### src/sv/clut_pkg.sv
// clut_pkg: shared widths, calibration tables and microcode for the
// conductivity lookup interpolator; no dependencies
`timescale 1ns / 1ps

package clut_pkg;

    localparam int ADC_W       = 12;
    localparam int AVG_W       = 20;
    localparam int TDS_W       = 15;
    localparam int SEG_W       = 7;
    localparam int TDS_PT_W    = 11;
    localparam int STORED_ROWS = 112;
    localparam int NUM_W       = 35;
    localparam int QUO_W       = 15;
    localparam int BIT_W       = 4;
    localparam int SHIFT_W     = 3;
    localparam int APB_AW      = 3;
    localparam int APB_DW      = 32;

    // register selects, taken from paddr bit 2
    localparam logic REG_ADC_SHIFT = 1'b0;
    localparam logic REG_TDS_SHIFT = 1'b1;

    localparam logic [SHIFT_W-1:0] ADC_SHIFT_RST = 3'd3;
    localparam logic [SHIFT_W-1:0] TDS_SHIFT_RST = 3'd4;

    // descending adc breakpoints
    localparam logic [ADC_W-1:0] ADC_POINTS [0:STORED_ROWS-1] = '{
        12'd4000, 12'd3942, 12'd3886, 12'd3793, 12'd3682, 12'd3586, 12'd3494, 12'd3424,
        12'd3335, 12'd3263, 12'd3183, 12'd3090, 12'd2998, 12'd2951, 12'd2903, 12'd2854,
        12'd2784, 12'd2735, 12'd2663, 12'd2615, 12'd2578, 12'd2530, 12'd2487, 12'd2422,
        12'd2367, 12'd2336, 12'd2272, 12'd2223, 12'd2166, 12'd2130, 12'd2102, 12'd2055,
        12'd2016, 12'd1984, 12'd1956, 12'd1926, 12'd1885, 12'd1855, 12'd1836, 12'd1808,
        12'd1770, 12'd1746, 12'd1718, 12'd1700, 12'd1679, 12'd1647, 12'd1623, 12'd1607,
        12'd1600, 12'd1596, 12'd1571, 12'd1558, 12'd1543, 12'd1510, 12'd1479, 12'd1462,
        12'd1440, 12'd1414, 12'd1380, 12'd1359, 12'd1334, 12'd1318, 12'd1302, 12'd1286,
        12'd1260, 12'd1248, 12'd1234, 12'd1218, 12'd1215, 12'd1206, 12'd1186, 12'd1170,
        12'd1147, 12'd1132, 12'd1120, 12'd1107, 12'd1094, 12'd1086, 12'd1046, 12'd1037,
        12'd1030, 12'd1018, 12'd1007, 12'd1000, 12'd992,  12'd982,  12'd973,  12'd964,
        12'd958,  12'd954,  12'd945,  12'd927,  12'd897,  12'd864,  12'd840,  12'd831,
        12'd822,  12'd813,  12'd804,  12'd797,  12'd784,  12'd773,  12'd764,  12'd747,
        12'd739,  12'd729,  12'd727,  12'd727,  12'd717,  12'd706,  12'd702,  12'd696
    };

    // ascending tds breakpoints, whole units
    localparam logic [TDS_PT_W-1:0] TDS_POINTS [0:STORED_ROWS-1] = '{
        11'd5,    11'd6,    11'd10,   11'd15,   11'd20,   11'd27,   11'd32,   11'd38,
        11'd43,   11'd47,   11'd54,   11'd61,   11'd69,   11'd74,   11'd77,   11'd83,
        11'd89,   11'd95,   11'd100,  11'd106,  11'd113,  11'd117,  11'd123,  11'd128,
        11'd138,  11'd147,  11'd156,  11'd164,  11'd171,  11'd179,  11'd186,  11'd195,
        11'd202,  11'd208,  11'd217,  11'd226,  11'd233,  11'd241,  11'd249,  11'd258,
        11'd266,  11'd274,  11'd283,  11'd290,  11'd300,  11'd307,  11'd314,  11'd319,
        11'd327,  11'd333,  11'd337,  11'd348,  11'd360,  11'd376,  11'd395,  11'd408,
        11'd423,  11'd433,  11'd443,  11'd462,  11'd473,  11'd483,  11'd492,  11'd505,
        11'd517,  11'd529,  11'd538,  11'd548,  11'd558,  11'd562,  11'd577,  11'd596,
        11'd614,  11'd628,  11'd642,  11'd658,  11'd668,  11'd680,  11'd687,  11'd696,
        11'd704,  11'd713,  11'd724,  11'd735,  11'd750,  11'd761,  11'd773,  11'd785,
        11'd802,  11'd810,  11'd825,  11'd856,  11'd891,  11'd950,  11'd955,  11'd1020,
        11'd1050, 11'd1080, 11'd1100, 11'd1130, 11'd1150, 11'd1200, 11'd1220, 11'd1240,
        11'd1260, 11'd1300, 11'd1350, 11'd1390, 11'd1440, 11'd1450, 11'd1470, 11'd1520
    };

    function automatic logic [ADC_W-1:0] adc_point(input logic [SEG_W-1:0] idx);
        logic [ADC_W-1:0] val;
        val = '0;
        if (int'(idx) < STORED_ROWS)
        begin
            val = ADC_POINTS[idx];
        end
        return val;
    endfunction

    function automatic logic [TDS_PT_W-1:0] tds_point(input logic [SEG_W-1:0] idx);
        logic [TDS_PT_W-1:0] val;
        val = '0;
        if (int'(idx) < STORED_ROWS)
        begin
            val = TDS_POINTS[idx];
        end
        return val;
    endfunction

    // sequencer steps
    typedef enum logic [2:0] {
        ST_IDLE,
        ST_AVG,
        ST_SEARCH,
        ST_FETCH,
        ST_MUL,
        ST_DIV,
        ST_EMIT
    } step_t;

    typedef enum logic [2:0] {
        OP_TAKE,
        OP_AVERAGE,
        OP_SEARCH,
        OP_FETCH,
        OP_MULTIPLY,
        OP_DIVIDE,
        OP_EMIT
    } op_t;

    // condition that lets the step counter move on
    typedef enum logic [2:0] {
        CD_ALWAYS,
        CD_INPUT,
        CD_SEG_FOUND,
        CD_DIV_DONE,
        CD_OUT_FREE
    } cond_t;

    typedef struct packed {
        op_t   op;
        cond_t cond;
        step_t next;
    } ucode_t;

    function automatic ucode_t ucode_rom(input step_t s);
        ucode_t uc;
        case (s)
            ST_IDLE:   uc = '{op: OP_TAKE,     cond: CD_INPUT,     next: ST_AVG};
            ST_AVG:    uc = '{op: OP_AVERAGE,  cond: CD_ALWAYS,    next: ST_SEARCH};
            ST_SEARCH: uc = '{op: OP_SEARCH,   cond: CD_SEG_FOUND, next: ST_FETCH};
            ST_FETCH:  uc = '{op: OP_FETCH,    cond: CD_ALWAYS,    next: ST_MUL};
            ST_MUL:    uc = '{op: OP_MULTIPLY, cond: CD_ALWAYS,    next: ST_DIV};
            ST_DIV:    uc = '{op: OP_DIVIDE,   cond: CD_DIV_DONE,  next: ST_EMIT};
            ST_EMIT:   uc = '{op: OP_EMIT,     cond: CD_OUT_FREE,  next: ST_IDLE};
            default:   uc = '{op: OP_TAKE,     cond: CD_INPUT,     next: ST_AVG};
        endcase
        return uc;
    endfunction

endpackage

### src/sv/clut_if.sv
// clut_if: valid/ready channel interfaces for samples and results
// depends on clut_pkg for field widths
`timescale 1ns / 1ps

interface clut_sample_if;
    logic                        valid;
    logic                        ready;
    logic [clut_pkg::ADC_W-1:0]  adc_sample;

    modport source (output valid, output adc_sample, input ready);
    modport sink   (input valid, input adc_sample, output ready);
endinterface

interface clut_result_if;
    logic                        valid;
    logic                        ready;
    logic [clut_pkg::AVG_W-1:0]  adc_average_q8;
    logic [clut_pkg::TDS_W-1:0]  tds_instant_q4;
    logic [clut_pkg::TDS_W-1:0]  tds_average_q4;
    logic [clut_pkg::SEG_W-1:0]  segment_index;

    modport source (output valid, output adc_average_q8, output tds_instant_q4,
                    output tds_average_q4, output segment_index, input ready);
    modport sink   (input valid, input adc_average_q8, input tds_instant_q4,
                    input tds_average_q4, input segment_index, output ready);
endinterface

### src/sv/conductivity_lut_interpolator.sv
// conductivity_lut_interpolator: adc averaging, table interpolation to tds
// and tds averaging; depends on clut_pkg and clut_if
//
// usage
// - samples channel takes one 12-bit adc reading per item; results channel
//   gives one item per sample: q8 adc average, instant and averaged q4 tds,
//   and the table segment used
// - the first sample after reset loads the adc average directly; later ones
//   blend in with divisor 2^adc_filter_shift. the tds average starts at zero
//   and blends with divisor 2^tds_filter_shift
// - apb port: shift registers at byte 0 (adc) and byte 4 (tds), 3 bits each,
//   to be written only while the block is idle, which the block does not enforce
// - a microcoded step counter runs each item: accept, average, segment
//   walk (one table row per cycle), fetch, multiply, 15-step restoring
//   divide, emit
// - the segment walk stops at the first row pair that holds the average, or
//   at the last segment when the average sits on the table top and every
//   row is walked
// - one item worked on at a time; with a free receiver the next sample can
//   be taken in the cycle after the emit
// - the segment walk is what makes the time per item vary
// - a stalled receiver holds the result in the output register; the next
//   sample may be accepted and worked on meanwhile, but its emit step waits
// - reset clears the averages, the primed flag, both shifts to 3 and 4,
//   the step counter and the output valid
`timescale 1ns / 1ps

module conductivity_lut_interpolator #(
    parameter int TABLE_ENTRIES = 112
) (
    input  logic                               clk,
    input  logic                               rst_n,
    clut_sample_if.sink                        samples,
    clut_result_if.source                      results,
    input  logic                               psel,
    input  logic                               penable,
    input  logic                               pwrite,
    input  logic [clut_pkg::APB_AW-1:0]        paddr,
    input  logic [clut_pkg::APB_DW-1:0]        pwdata,
    output logic [clut_pkg::APB_DW-1:0]        prdata,
    output logic                               pready
);

    // rows actually used from the stored table
    localparam int USED_ROWS = (TABLE_ENTRIES < 2) ? 2 :
        ((TABLE_ENTRIES > clut_pkg::STORED_ROWS) ? clut_pkg::STORED_ROWS : TABLE_ENTRIES);
    localparam logic [clut_pkg::SEG_W-1:0] LAST_SEG = clut_pkg::SEG_W'(USED_ROWS - 2);
    localparam logic [clut_pkg::SEG_W-1:0] LAST_ROW = clut_pkg::SEG_W'(USED_ROWS - 1);

    // clamp limits of the adc average and of the interpolated tds
    localparam logic [clut_pkg::AVG_W-1:0] TOP_Q8 = {clut_pkg::ADC_POINTS[0], 8'd0};
    localparam logic [clut_pkg::AVG_W-1:0] BOT_Q8 =
        {clut_pkg::ADC_POINTS[USED_ROWS-1], 8'd0};
    localparam logic [clut_pkg::TDS_W-1:0] TMIN_Q4 = {clut_pkg::TDS_POINTS[0], 4'd0};
    localparam logic [clut_pkg::TDS_W-1:0] TMAX_Q4 =
        {clut_pkg::TDS_POINTS[USED_ROWS-1], 4'd0};
    localparam logic [clut_pkg::BIT_W-1:0] TOP_BIT = clut_pkg::BIT_W'(clut_pkg::QUO_W - 1);

    // ------------------------------------------------------------------
    // registers
    // ------------------------------------------------------------------
    clut_pkg::step_t                  step_reg, step_next;
    logic                             primed_reg, primed_next;
    logic [clut_pkg::SHIFT_W-1:0]     adc_shift_reg, adc_shift_next;
    logic [clut_pkg::SHIFT_W-1:0]     tds_shift_reg, tds_shift_next;
    logic [clut_pkg::AVG_W-1:0]       adc_avg_reg, adc_avg_next;
    logic [clut_pkg::TDS_W-1:0]       tds_avg_reg, tds_avg_next;
    logic                             out_valid_reg, out_valid_next;

    logic [clut_pkg::ADC_W-1:0]       sample_reg, sample_next;
    logic [clut_pkg::AVG_W-1:0]       v_reg, v_next;
    logic [clut_pkg::SEG_W-1:0]       k_reg, k_next;
    logic [clut_pkg::SEG_W-1:0]       seg_reg, seg_next;
    logic [clut_pkg::TDS_W-1:0]       t0_reg, t0_next;
    logic [clut_pkg::TDS_W-1:0]       dt_reg, dt_next;
    logic [clut_pkg::AVG_W-1:0]       r_reg, r_next;
    logic [clut_pkg::AVG_W-1:0]       den_reg, den_next;
    logic [clut_pkg::NUM_W-1:0]       num_reg, num_next;
    logic [clut_pkg::QUO_W-1:0]       quo_reg, quo_next;
    logic [clut_pkg::BIT_W-1:0]       bit_reg, bit_next;

    logic [clut_pkg::AVG_W-1:0]       out_adc_reg, out_adc_next;
    logic [clut_pkg::TDS_W-1:0]       out_tds_reg, out_tds_next;
    logic [clut_pkg::TDS_W-1:0]       out_tavg_reg, out_tavg_next;
    logic [clut_pkg::SEG_W-1:0]       out_seg_reg, out_seg_next;

    // ------------------------------------------------------------------
    // microcode and condition
    // ------------------------------------------------------------------
    clut_pkg::ucode_t                 uc;
    logic                             in_fire;
    logic                             out_free;
    logic                             seg_hit;
    logic                             seg_last;
    logic                             proceed;

    assign uc       = clut_pkg::ucode_rom(step_reg);
    assign in_fire  = samples.valid && samples.ready;
    assign out_free = !out_valid_reg || results.ready;

    always_comb
    begin
        case (uc.cond)
            clut_pkg::CD_ALWAYS:    proceed = 1'b1;
            clut_pkg::CD_INPUT:     proceed = in_fire;
            clut_pkg::CD_SEG_FOUND: proceed = seg_hit || seg_last;
            clut_pkg::CD_DIV_DONE:  proceed = (bit_reg == '0);
            clut_pkg::CD_OUT_FREE:  proceed = out_free;
            default:                proceed = 1'b1;
        endcase
    end

    // next step
    always_comb
    begin
        step_next = proceed ? uc.next : step_reg;
    end

    // control outputs of the current word
    logic en_take, en_avg, en_search, en_fetch, en_mul, en_div, en_emit;

    always_comb
    begin
        en_take   = 1'b0;
        en_avg    = 1'b0;
        en_search = 1'b0;
        en_fetch  = 1'b0;
        en_mul    = 1'b0;
        en_div    = 1'b0;
        en_emit   = 1'b0;
        case (uc.op)
            clut_pkg::OP_TAKE:     en_take   = 1'b1;
            clut_pkg::OP_AVERAGE:  en_avg    = 1'b1;
            clut_pkg::OP_SEARCH:   en_search = 1'b1;
            clut_pkg::OP_FETCH:    en_fetch  = 1'b1;
            clut_pkg::OP_MULTIPLY: en_mul    = 1'b1;
            clut_pkg::OP_DIVIDE:   en_div    = 1'b1;
            clut_pkg::OP_EMIT:     en_emit   = 1'b1;
            default:               en_take   = 1'b1;
        endcase
    end

    assign samples.ready = en_take;

    // ------------------------------------------------------------------
    // datapath
    // ------------------------------------------------------------------

    // adc average: avg - avg>>s + x>>s, with one spare bit for the sum
    logic [clut_pkg::AVG_W-1:0] xq;
    logic [clut_pkg::AVG_W:0]   adc_ema;
    logic [clut_pkg::AVG_W-1:0] adc_new;
    logic [clut_pkg::AVG_W-1:0] v_clamped;

    assign xq      = {sample_reg, 8'd0};
    assign adc_ema = {1'b0, adc_avg_reg} - ({1'b0, adc_avg_reg} >> adc_shift_reg)
                   + ({1'b0, xq} >> adc_shift_reg);
    assign adc_new = primed_reg ? adc_ema[clut_pkg::AVG_W-1:0] : xq;

    always_comb
    begin
        v_clamped = adc_new;
        if (adc_new > TOP_Q8)
        begin
            v_clamped = TOP_Q8;
        end
        if (adc_new < BOT_Q8)
        begin
            v_clamped = BOT_Q8;
        end
    end

    // segment walk: rows k and k+1, compared on the integer part of v
    logic [clut_pkg::SEG_W-1:0] k_plus;
    logic [clut_pkg::ADC_W-1:0] walk_hi;
    logic [clut_pkg::ADC_W-1:0] walk_lo;
    logic [clut_pkg::ADC_W-1:0] v_int;

    assign k_plus   = k_reg + clut_pkg::SEG_W'(1);
    assign walk_hi  = clut_pkg::adc_point(k_reg);
    assign walk_lo  = clut_pkg::adc_point(k_plus);
    assign v_int    = v_reg[clut_pkg::AVG_W-1:8];
    assign seg_hit  = (v_int >= walk_lo) && (v_int < walk_hi);
    assign seg_last = (k_reg == LAST_SEG);

    // segment end points
    logic [clut_pkg::SEG_W-1:0]    seg_plus;
    logic [clut_pkg::ADC_W-1:0]    seg_hi;
    logic [clut_pkg::ADC_W-1:0]    seg_lo;
    logic [clut_pkg::TDS_W-1:0]    seg_t0;
    logic [clut_pkg::TDS_W-1:0]    seg_t1;
    logic [clut_pkg::ADC_W-1:0]    seg_span;

    assign seg_plus = seg_reg + clut_pkg::SEG_W'(1);
    assign seg_hi   = clut_pkg::adc_point(seg_reg);
    assign seg_lo   = clut_pkg::adc_point(seg_plus);
    assign seg_t0   = {clut_pkg::tds_point(seg_reg), 4'd0};
    assign seg_t1   = {clut_pkg::tds_point(seg_plus), 4'd0};
    assign seg_span = seg_hi - seg_lo;

    // restoring divide, one quotient bit a step
    logic [clut_pkg::NUM_W-1:0] den_sh;
    logic [clut_pkg::NUM_W:0]   div_diff;
    logic                       div_ge;

    assign den_sh   = clut_pkg::NUM_W'(den_reg) << bit_reg;
    assign div_diff = {1'b0, num_reg} - {1'b0, den_sh};
    assign div_ge   = !div_diff[clut_pkg::NUM_W];

    // result: add quotient, clamp to the table ends, then tds average
    logic [clut_pkg::TDS_W:0]   tds_sum;
    logic [clut_pkg::TDS_W:0]   tds_raw;
    logic [clut_pkg::TDS_W-1:0] tds_val;
    logic [clut_pkg::TDS_W:0]   tds_ema;

    assign tds_sum = {1'b0, t0_reg} + {1'b0, quo_reg};
    // zero-width segment keeps the lower row value
    assign tds_raw = (den_reg == '0) ? {1'b0, t0_reg} : tds_sum;

    always_comb
    begin
        tds_val = tds_raw[clut_pkg::TDS_W-1:0];
        if (tds_raw > {1'b0, TMAX_Q4})
        begin
            tds_val = TMAX_Q4;
        end
        if (tds_raw < {1'b0, TMIN_Q4})
        begin
            tds_val = TMIN_Q4;
        end
    end

    assign tds_ema = {1'b0, tds_avg_reg} - ({1'b0, tds_avg_reg} >> tds_shift_reg)
                   + ({1'b0, tds_val} >> tds_shift_reg);

    // next values of the datapath
    always_comb
    begin
        primed_next   = primed_reg;
        adc_avg_next  = adc_avg_reg;
        tds_avg_next  = tds_avg_reg;
        out_valid_next = out_valid_reg;
        sample_next   = sample_reg;
        v_next        = v_reg;
        k_next        = k_reg;
        seg_next      = seg_reg;
        t0_next       = t0_reg;
        dt_next       = dt_reg;
        r_next        = r_reg;
        den_next      = den_reg;
        num_next      = num_reg;
        quo_next      = quo_reg;
        bit_next      = bit_reg;
        out_adc_next  = out_adc_reg;
        out_tds_next  = out_tds_reg;
        out_tavg_next = out_tavg_reg;
        out_seg_next  = out_seg_reg;

        if (out_valid_reg && results.ready)
        begin
            out_valid_next = 1'b0;
        end

        if (en_take && in_fire)
        begin
            sample_next = samples.adc_sample;
        end

        if (en_avg)
        begin
            adc_avg_next = adc_new;
            primed_next  = 1'b1;
            v_next       = v_clamped;
            k_next       = '0;
        end

        if (en_search)
        begin
            if (seg_hit)
            begin
                seg_next = k_reg;
            end
            else if (seg_last)
            begin
                // top of the table matches no segment
                seg_next = '0;
            end
            else
            begin
                k_next = k_plus;
            end
        end

        if (en_fetch)
        begin
            t0_next  = seg_t0;
            dt_next  = seg_t1 - seg_t0;
            den_next = {seg_span, 8'd0};
            r_next   = {seg_hi, 8'd0} - v_reg;
        end

        if (en_mul)
        begin
            num_next = clut_pkg::NUM_W'(dt_reg) * clut_pkg::NUM_W'(r_reg);
            quo_next = '0;
            bit_next = TOP_BIT;
        end

        if (en_div)
        begin
            if (div_ge)
            begin
                num_next          = div_diff[clut_pkg::NUM_W-1:0];
                quo_next[bit_reg] = 1'b1;
            end
            if (bit_reg != '0)
            begin
                bit_next = bit_reg - clut_pkg::BIT_W'(1);
            end
        end

        if (en_emit && out_free)
        begin
            tds_avg_next   = tds_ema[clut_pkg::TDS_W-1:0];
            out_valid_next = 1'b1;
            out_adc_next   = adc_avg_reg;
            out_tds_next   = tds_val;
            out_tavg_next  = tds_ema[clut_pkg::TDS_W-1:0];
            out_seg_next   = seg_reg;
        end
    end

    // ------------------------------------------------------------------
    // configuration port
    // ------------------------------------------------------------------
    logic cfg_wr;
    logic cfg_sel;

    assign pready  = 1'b1;
    assign cfg_wr  = psel && penable && pwrite && pready;
    assign cfg_sel = paddr[clut_pkg::APB_AW-1];

    always_comb
    begin
        adc_shift_next = adc_shift_reg;
        tds_shift_next = tds_shift_reg;
        if (cfg_wr)
        begin
            case (cfg_sel)
                clut_pkg::REG_ADC_SHIFT: adc_shift_next = pwdata[clut_pkg::SHIFT_W-1:0];
                clut_pkg::REG_TDS_SHIFT: tds_shift_next = pwdata[clut_pkg::SHIFT_W-1:0];
                default:                 adc_shift_next = adc_shift_reg;
            endcase
        end
    end

    always_comb
    begin
        case (cfg_sel)
            clut_pkg::REG_ADC_SHIFT:
                prdata = clut_pkg::APB_DW'(adc_shift_reg);
            clut_pkg::REG_TDS_SHIFT:
                prdata = clut_pkg::APB_DW'(tds_shift_reg);
            default:
                prdata = '0;
        endcase
    end

    // ------------------------------------------------------------------
    // flops
    // ------------------------------------------------------------------
    always_ff @(posedge clk or negedge rst_n)
    begin
        if (!rst_n)
        begin
            step_reg      <= clut_pkg::ST_IDLE;
            primed_reg    <= 1'b0;
            adc_shift_reg <= clut_pkg::ADC_SHIFT_RST;
            tds_shift_reg <= clut_pkg::TDS_SHIFT_RST;
            adc_avg_reg   <= '0;
            tds_avg_reg   <= '0;
            out_valid_reg <= 1'b0;
            k_reg         <= '0;
            bit_reg       <= '0;
        end
        else
        begin
            step_reg      <= step_next;
            primed_reg    <= primed_next;
            adc_shift_reg <= adc_shift_next;
            tds_shift_reg <= tds_shift_next;
            adc_avg_reg   <= adc_avg_next;
            tds_avg_reg   <= tds_avg_next;
            out_valid_reg <= out_valid_next;
            k_reg         <= k_next;
            bit_reg       <= bit_next;
        end
    end

    always_ff @(posedge clk)
    begin
        sample_reg   <= sample_next;
        v_reg        <= v_next;
        seg_reg      <= seg_next;
        t0_reg       <= t0_next;
        dt_reg       <= dt_next;
        r_reg        <= r_next;
        den_reg      <= den_next;
        num_reg      <= num_next;
        quo_reg      <= quo_next;
        out_adc_reg  <= out_adc_next;
        out_tds_reg  <= out_tds_next;
        out_tavg_reg <= out_tavg_next;
        out_seg_reg  <= out_seg_next;
    end

    assign results.valid          = out_valid_reg;
    assign results.adc_average_q8 = out_adc_reg;
    assign results.tds_instant_q4 = out_tds_reg;
    assign results.tds_average_q4 = out_tavg_reg;
    assign results.segment_index  = out_seg_reg;

    // ------------------------------------------------------------------
    // checks
    // ------------------------------------------------------------------
    a_accept_starts_average: assert property (@(posedge clk) disable iff (!rst_n)
        in_fire |=> (step_reg == clut_pkg::ST_AVG))
        else $error("accepted item did not move to averaging");

    a_walk_in_range: assert property (@(posedge clk) disable iff (!rst_n)
        (step_reg == clut_pkg::ST_SEARCH) |-> (k_reg <= LAST_SEG))
        else $error("segment walk ran past the last segment");

    a_emit_loads_output: assert property (@(posedge clk) disable iff (!rst_n)
        (en_emit && out_free) |=> (out_valid_reg && (step_reg == clut_pkg::ST_IDLE)))
        else $error("emit step did not fill the output register");

    a_result_segment: assert property (@(posedge clk) disable iff (!rst_n)
        out_valid_reg |-> (out_seg_reg < LAST_ROW))
        else $error("result segment outside the table");

    a_result_tds_bounds: assert property (@(posedge clk) disable iff (!rst_n)
        out_valid_reg |-> ((out_tds_reg >= TMIN_Q4) && (out_tds_reg <= TMAX_Q4)))
        else $error("instant tds outside the table span");

endmodule
### src/flat_wrapper.sv
// flat-port wrapper written by rule: the top's interface ports become plain ports
module conductivity_lut_interpolator_flat 
#(
    parameter int TABLE_ENTRIES = 112
)
  (clk, rst_n, psel, penable, pwrite, paddr, pwdata, prdata, pready, samples_valid, samples_adc_sample, samples_ready, results_valid, results_adc_average_q8, results_tds_instant_q4, results_tds_average_q4, results_segment_index, results_ready);
  clut_sample_if samples_i ();
  clut_result_if results_i ();
  input  logic clk;
  input  logic rst_n;
  input  logic psel;
  input  logic penable;
  input  logic pwrite;
  input  logic [clut_pkg::APB_AW-1:0] paddr;
  input  logic [clut_pkg::APB_DW-1:0] pwdata;
  output logic [clut_pkg::APB_DW-1:0] prdata;
  output logic pready;
  input wire logic [$bits(samples_i.valid)-1:0] samples_valid;
  input wire logic [$bits(samples_i.adc_sample)-1:0] samples_adc_sample;
  output wire logic [$bits(samples_i.ready)-1:0] samples_ready;
  output wire logic [$bits(results_i.valid)-1:0] results_valid;
  output wire logic [$bits(results_i.adc_average_q8)-1:0] results_adc_average_q8;
  output wire logic [$bits(results_i.tds_instant_q4)-1:0] results_tds_instant_q4;
  output wire logic [$bits(results_i.tds_average_q4)-1:0] results_tds_average_q4;
  output wire logic [$bits(results_i.segment_index)-1:0] results_segment_index;
  input wire logic [$bits(results_i.ready)-1:0] results_ready;
  assign samples_i.valid = samples_valid;
  assign samples_i.adc_sample = samples_adc_sample;
  assign samples_ready = samples_i.ready;
  assign results_valid = results_i.valid;
  assign results_adc_average_q8 = results_i.adc_average_q8;
  assign results_tds_instant_q4 = results_i.tds_instant_q4;
  assign results_tds_average_q4 = results_i.tds_average_q4;
  assign results_segment_index = results_i.segment_index;
  assign results_i.ready = results_ready;
  conductivity_lut_interpolator #(.TABLE_ENTRIES(TABLE_ENTRIES)) u_core (.clk(clk), .rst_n(rst_n), .samples(samples_i), .results(results_i), .psel(psel), .penable(penable), .pwrite(pwrite), .paddr(paddr), .pwdata(pwdata), .prdata(prdata), .pready(pready));
endmodule
### config.mk
export PLATFORM = sky130hd
export DESIGN_NAME = conductivity_lut_interpolator_flat
export DESIGN_NICKNAME = d
export VERILOG_FILES = /design/src/sv/clut_pkg.sv /design/src/sv/clut_if.sv /design/src/sv/conductivity_lut_interpolator.sv /design/src/flat_wrapper.sv
export SDC_FILE = /design/constraint.sdc
export NUM_CORES = 2
export LEC_CHECK = 0
export ABC_AREA = 1
export BUFFER_PORTS_ARGS = -buffer_cell sky130_fd_sc_hd__clkbuf_2
export CORE_MARGIN = 10
export CORE_UTILIZATION = 35
export CTS_BUF_LIST = sky130_fd_sc_hd__clkbuf_4
export DETAILED_ROUTE_END_ITERATION = 12
export PLACE_DENSITY_LB_ADDON = 0.1
export SYNTH_ARGS = -nofsm -noshare
export SYNTH_HDL_FRONTEND = slang
export SYNTH_SLANG_ARGS = --single-unit
### constraint.sdc
create_clock -name clk -period 10.4 [get_ports clk]
set_input_delay 1.56 -clock clk [delete_from_list [all_inputs] [get_ports clk]]
set_output_delay 1.56 -clock clk [all_outputs]
set_load 0.02 [all_outputs]
==> results.md <==
- The flow ran to the end, and the final reports show no timing, DRC or antenna violations.
- The remaining design rule violation count is 0.
- The worst ir drop on vdd is 0.234 mV.
- In this run the deepest clock path goes through 3 buffers.
- The proportion of synthesized chip area in sequential cells is 0.203.
- The flip-flop count of the largest register, all copies and words added is 32.
- The category of the worst setup path capture point is a flop.
- The critical path required time is 10,960 ps.
- The placeable core region is 95,400 sq um.
- The initial utilization of the core area, before any placement, comes to 0.354.
- Setup violations remaining at the end of the flow were counted as 0.
- The total power density per cell area is 351 nW/um^2.
- The floorplan step defined a die boundary enclosing 109,000 sq um.
- After clock tree synthesis, the flow added hold-fix buffers numbering 0.
- The number of slew-limit violations in the final report is 0.
- Overall power consumption after layout is estimated at 12.7 mW.
- Before antenna repair, the detailed router went through 6 iterations.
- The final setup skew is 102 ps.
- The number of port buffers is 84.
- The initial antenna violation count is 4.
- The buffer type at the clock tree root is sky130_fd_sc_hd__clkbuf_4.
- After legalization and detailed placement, the total HPWL measured 97,400 microns.
- Entering global routing, the biggest net connects 60 pins.
- In the finished design, the share of the clock period the worst path needs comes to 0.628.
- The initialized floorplan defines 113 standard-cell rows.
- The final weighted congestion in routability-driven placement is 0.960.
- After synthesis the cells add up to 33,800 sq um.
- Hold is met by 427 ps.
- The layout overhead on the synthesized area is 7.19%.
- Counting both buffers and inverters, the worst setup path holds a total of 4.
- The total of warnings raised by yosys is 0.
- TritonCTS built the clock tree.
- The final critical path time including I/O delays and setup is 6530 ps.
- The max-cap violation count is 0.
- The number of different library cells used by synthesis comes to 78.
- The library cell with the largest summed area after synthesis is sky130_fd_sc_hd__edfxtp_1.
- Measured along the y axis, the die boundary spans 331 microns.
- The path class of the tightest hold or removal check is reg -> reg.
- After synthesis, the cell types taking the most area are sky130_fd_sc_hd__edfxtp_1, sky130_fd_sc_hd__nand2_1, sky130_fd_sc_hd__fa_1.
- The tree built by TritonCTS fans out to 254 sinks.
- The count of final hold-check violations is 0.
- The first global-routing pass estimated 196,000 microns of wire.
- The maximum fanout along the worst path is 47.
- Gates resized during post-CTS repair numbered 0.
- The highest attainable clock frequency is 0.153 GHz.
- The total overflow reported by the global router is 0.
- At the pin with the least slew margin, the transition time is 1020 ps.
- The detail route stage leaves a number of antenna-violating nets equal to 0.
- In this run the tightest slew margin relative to its limit is 0.303.
- The register bit total from synthesis is 254.
- In the layout the commonest cells are sky130_fd_sc_hd__nand2_1, sky130_fd_sc_hd__inv_1, sky130_fd_sc_hd__o21ai_0, sky130_fd_sc_hd__nor2_1, sky130_fd_sc_hd__ha_1.
- The most used flip-flop cell after synthesis is sky130_fd_sc_hd__edfxtp_1.
- The instance count of the mapped netlist is 4,906.
- The library cell used most frequently in the layout, excluding fill and tap cells, is sky130_fd_sc_hd__nand2_1.
- In the final design database the tool counted 5,452 nets.
- The sort of element at the start of the critical path is a flop.
- Setup repair after global routing left no endpoint under its margin.
- Dividing the detail-routed via count by the number of cells gives 5.34.
- The total number of H-tree levels is 3.
- The longest individual stage delay on the worst path is 880 ps.
- For the final routed database, the setup TNS stands at 0 ps.
- Summed over all cells, the static leakage comes to 18.2 nW.
- The clock transition at the register clock pins on the worst setup and hold paths after CTS is 70 ps.
- A synthesized cell averages 6.89 sq um.
- The horizontal extent of the die is 331 microns.
- The share of synthesized area in the top cell type comes to 0.133.
- The total CTS buffers is 81.
- Walking the worst path, the cells encountered are nand2_1 -> o21ai_0 -> nand2_1 -> buf_4 -> inv_1 -> buf_4 -> nor2_1 -> inv_1 -> nand2_1 -> o21ai_0 -> nor2_1 -> a211oi_1 -> nand2_1 -> ha_1 -> nand2_1 -> o21ai_0 -> a21oi_1 -> o21ai_0 -> a31oi_1 -> o21ai_0 -> a21oi_1 -> nor2_1 -> nor2_1 -> xor2_1.
- After synthesis, the share of flip-flops with an asynchronous set or reset is 0.224.
- The data arrival at the endpoint of the critical path is 7090 ps.
- The first routing iteration left 3,121 violations.
- The number of enable-type register cells in the synthesized netlist is 150.
- The number of global-route vias before repair is 32,600.
- The kind of cell with the highest combined delay on the critical path is compound AO/OA/AOI/OAI gates.
- The later pin in the worst-skew pair is clocked with a latency of 900 ps.
- Across every metal layer, demand over resource in global routing totals 0.229.
- During I/O placement, the number of pins put on the boundary was 146.
- After detailed routing, the total wire length is 126,000 microns.
- The via count is 33,300.
- The slowest stage cell on the critical path is sky130_fd_sc_hd__edfxtp_1.
- The routed length per instance is 20.2 microns.
- In the final layout, the share of cells above drive strength 1 is 0.0688.
- Buffers added to address setup during post-CTS repair amount to 0.
- The total of fill cells in the finished design is 10,500.
- The startpoint-to-endpoint class of the critical path is reg -> reg.
-- final cells by class --
cell class                      instances  area (sq um)  share of cell area
Clock buffer                          119           893              0.0247
Inverter                              795          2990              0.0824
Multi-Input combinational cell       3639         22900               0.633
Timing Repair Buffer                  130           768              0.0212
Sequential cell                       254          6880               0.190
Clock inverter                         31           178             0.00490
Tap cell                             1265          1580              0.0437
Antenna cell                            5          12.5            0.000345
-- power breakdown --
| part | total (mW) | switching [mW] | internal (mW) | leakage, nW |
|---|---|---|---|---|
| clock | 1.09 | 0.532 | 0.556 | 0.640 |
| combinational | 9.71 | 6.34 | 3.37 | 15.1 |
| sequential | 1.94 | 0.305 | 1.63 | 2.46 |
| total | 12.7 | 7.18 | 5.56 | 18.2 |
-- cell usage after synthesis (38+ instances only) --
cell / number
sky130_fd_sc_hd__o21ai_0: 447
sky130_fd_sc_hd__edfxtp_1: 150
sky130_fd_sc_hd__clkbuf_1: 154
sky130_fd_sc_hd__a21oi_1: 247
sky130_fd_sc_hd__nand2_1: 1168
sky130_fd_sc_hd__ha_1: 299
sky130_fd_sc_hd__fa_1: 198
sky130_fd_sc_hd__a31oi_1: 51
sky130_fd_sc_hd__o211ai_1: 50
sky130_fd_sc_hd__dfrtp_1: 54
sky130_fd_sc_hd__nor2_1: 405
sky130_fd_sc_hd__xor2_1: 65
sky130_fd_sc_hd__buf_4: 38
sky130_fd_sc_hd__inv_1: 777
sky130_fd_sc_hd__nor3_1: 47
sky130_fd_sc_hd__nand3_1: 264
sky130_fd_sc_hd__dfxtp_1: 47
-- tightest hold or removal path: stages (launching register included) --
cell and delay, ps:
sky130_fd_sc_hd__dfxtp_1 310, sky130_fd_sc_hd__inv_1 50, sky130_fd_sc_hd__nor2_1 30
-- per-stage QoR --
step	util	cells	setup slack [ps]	instance area, sq um
floorplan	-	4934	3880	33900
global placement	0.368	6083	3960	35200
CTS	0.380	6233	3960	36200
detailed placement	0.368	6083	3980	35200
global route	0.380	6238	3460	36200
finish	0.380	6238	3870	36200
-- logic make-up (layout without fill, tap and decap cells) --
family,count (synthesis),after routing,synth area share
AND/OR/NAND/NOR,1989,1989,0.242
XOR/XNOR,98,98,0.0256
other,2,35,0.000222
buffers and inverters,1041,1075,0.122
flip-flops,254,254,0.203
AO/OA/AOI/OAI,1005,1005,0.173
adder cells (fa/ha/maj),497,497,0.228
multiplexers,20,20,0.00592
-- metal layers --
layer  track usage  share of wire  vias up  wire, microns
li1              -              -    16100              -
met1         0.317           0.45    15700          57300
met2         0.360           0.45     1255          56500
met3        0.0329          0.064      241           8120
met4        0.0777          0.034        2           4270
met5             0        0.00013        -             17
-- worst paths after layout --
path / slack (ps) / cells after the start / end / startpoint
min reg2reg: 430 / 2 / u_core.num_reg[3]$_DFF_P_ / u_core.num_reg[3]$_DFF_P_
max in group asynchronous: 8820 / 2 / u_core.step_reg[2]$_DFFE_PN0P_ / rst_n
max: 3870 / 24 / u_core.den_reg[19]$_DFFE_PN_ / u_core.seg_reg[1]$_SDFFCE_PN0P_
min in group asynchronous: 510 / 1 / u_core.adc_avg_reg[14]$_DFFE_PN0P_ / rst_n
min: 430 / 2 / u_core.num_reg[3]$_DFF_P_ / u_core.num_reg[3]$_DFF_P_
max reg2reg: 3870 / 24 / u_core.den_reg[19]$_DFFE_PN_ / u_core.seg_reg[1]$_SDFFCE_PN0P_
No activity file was read; power rests on OpenSTA's default activity.
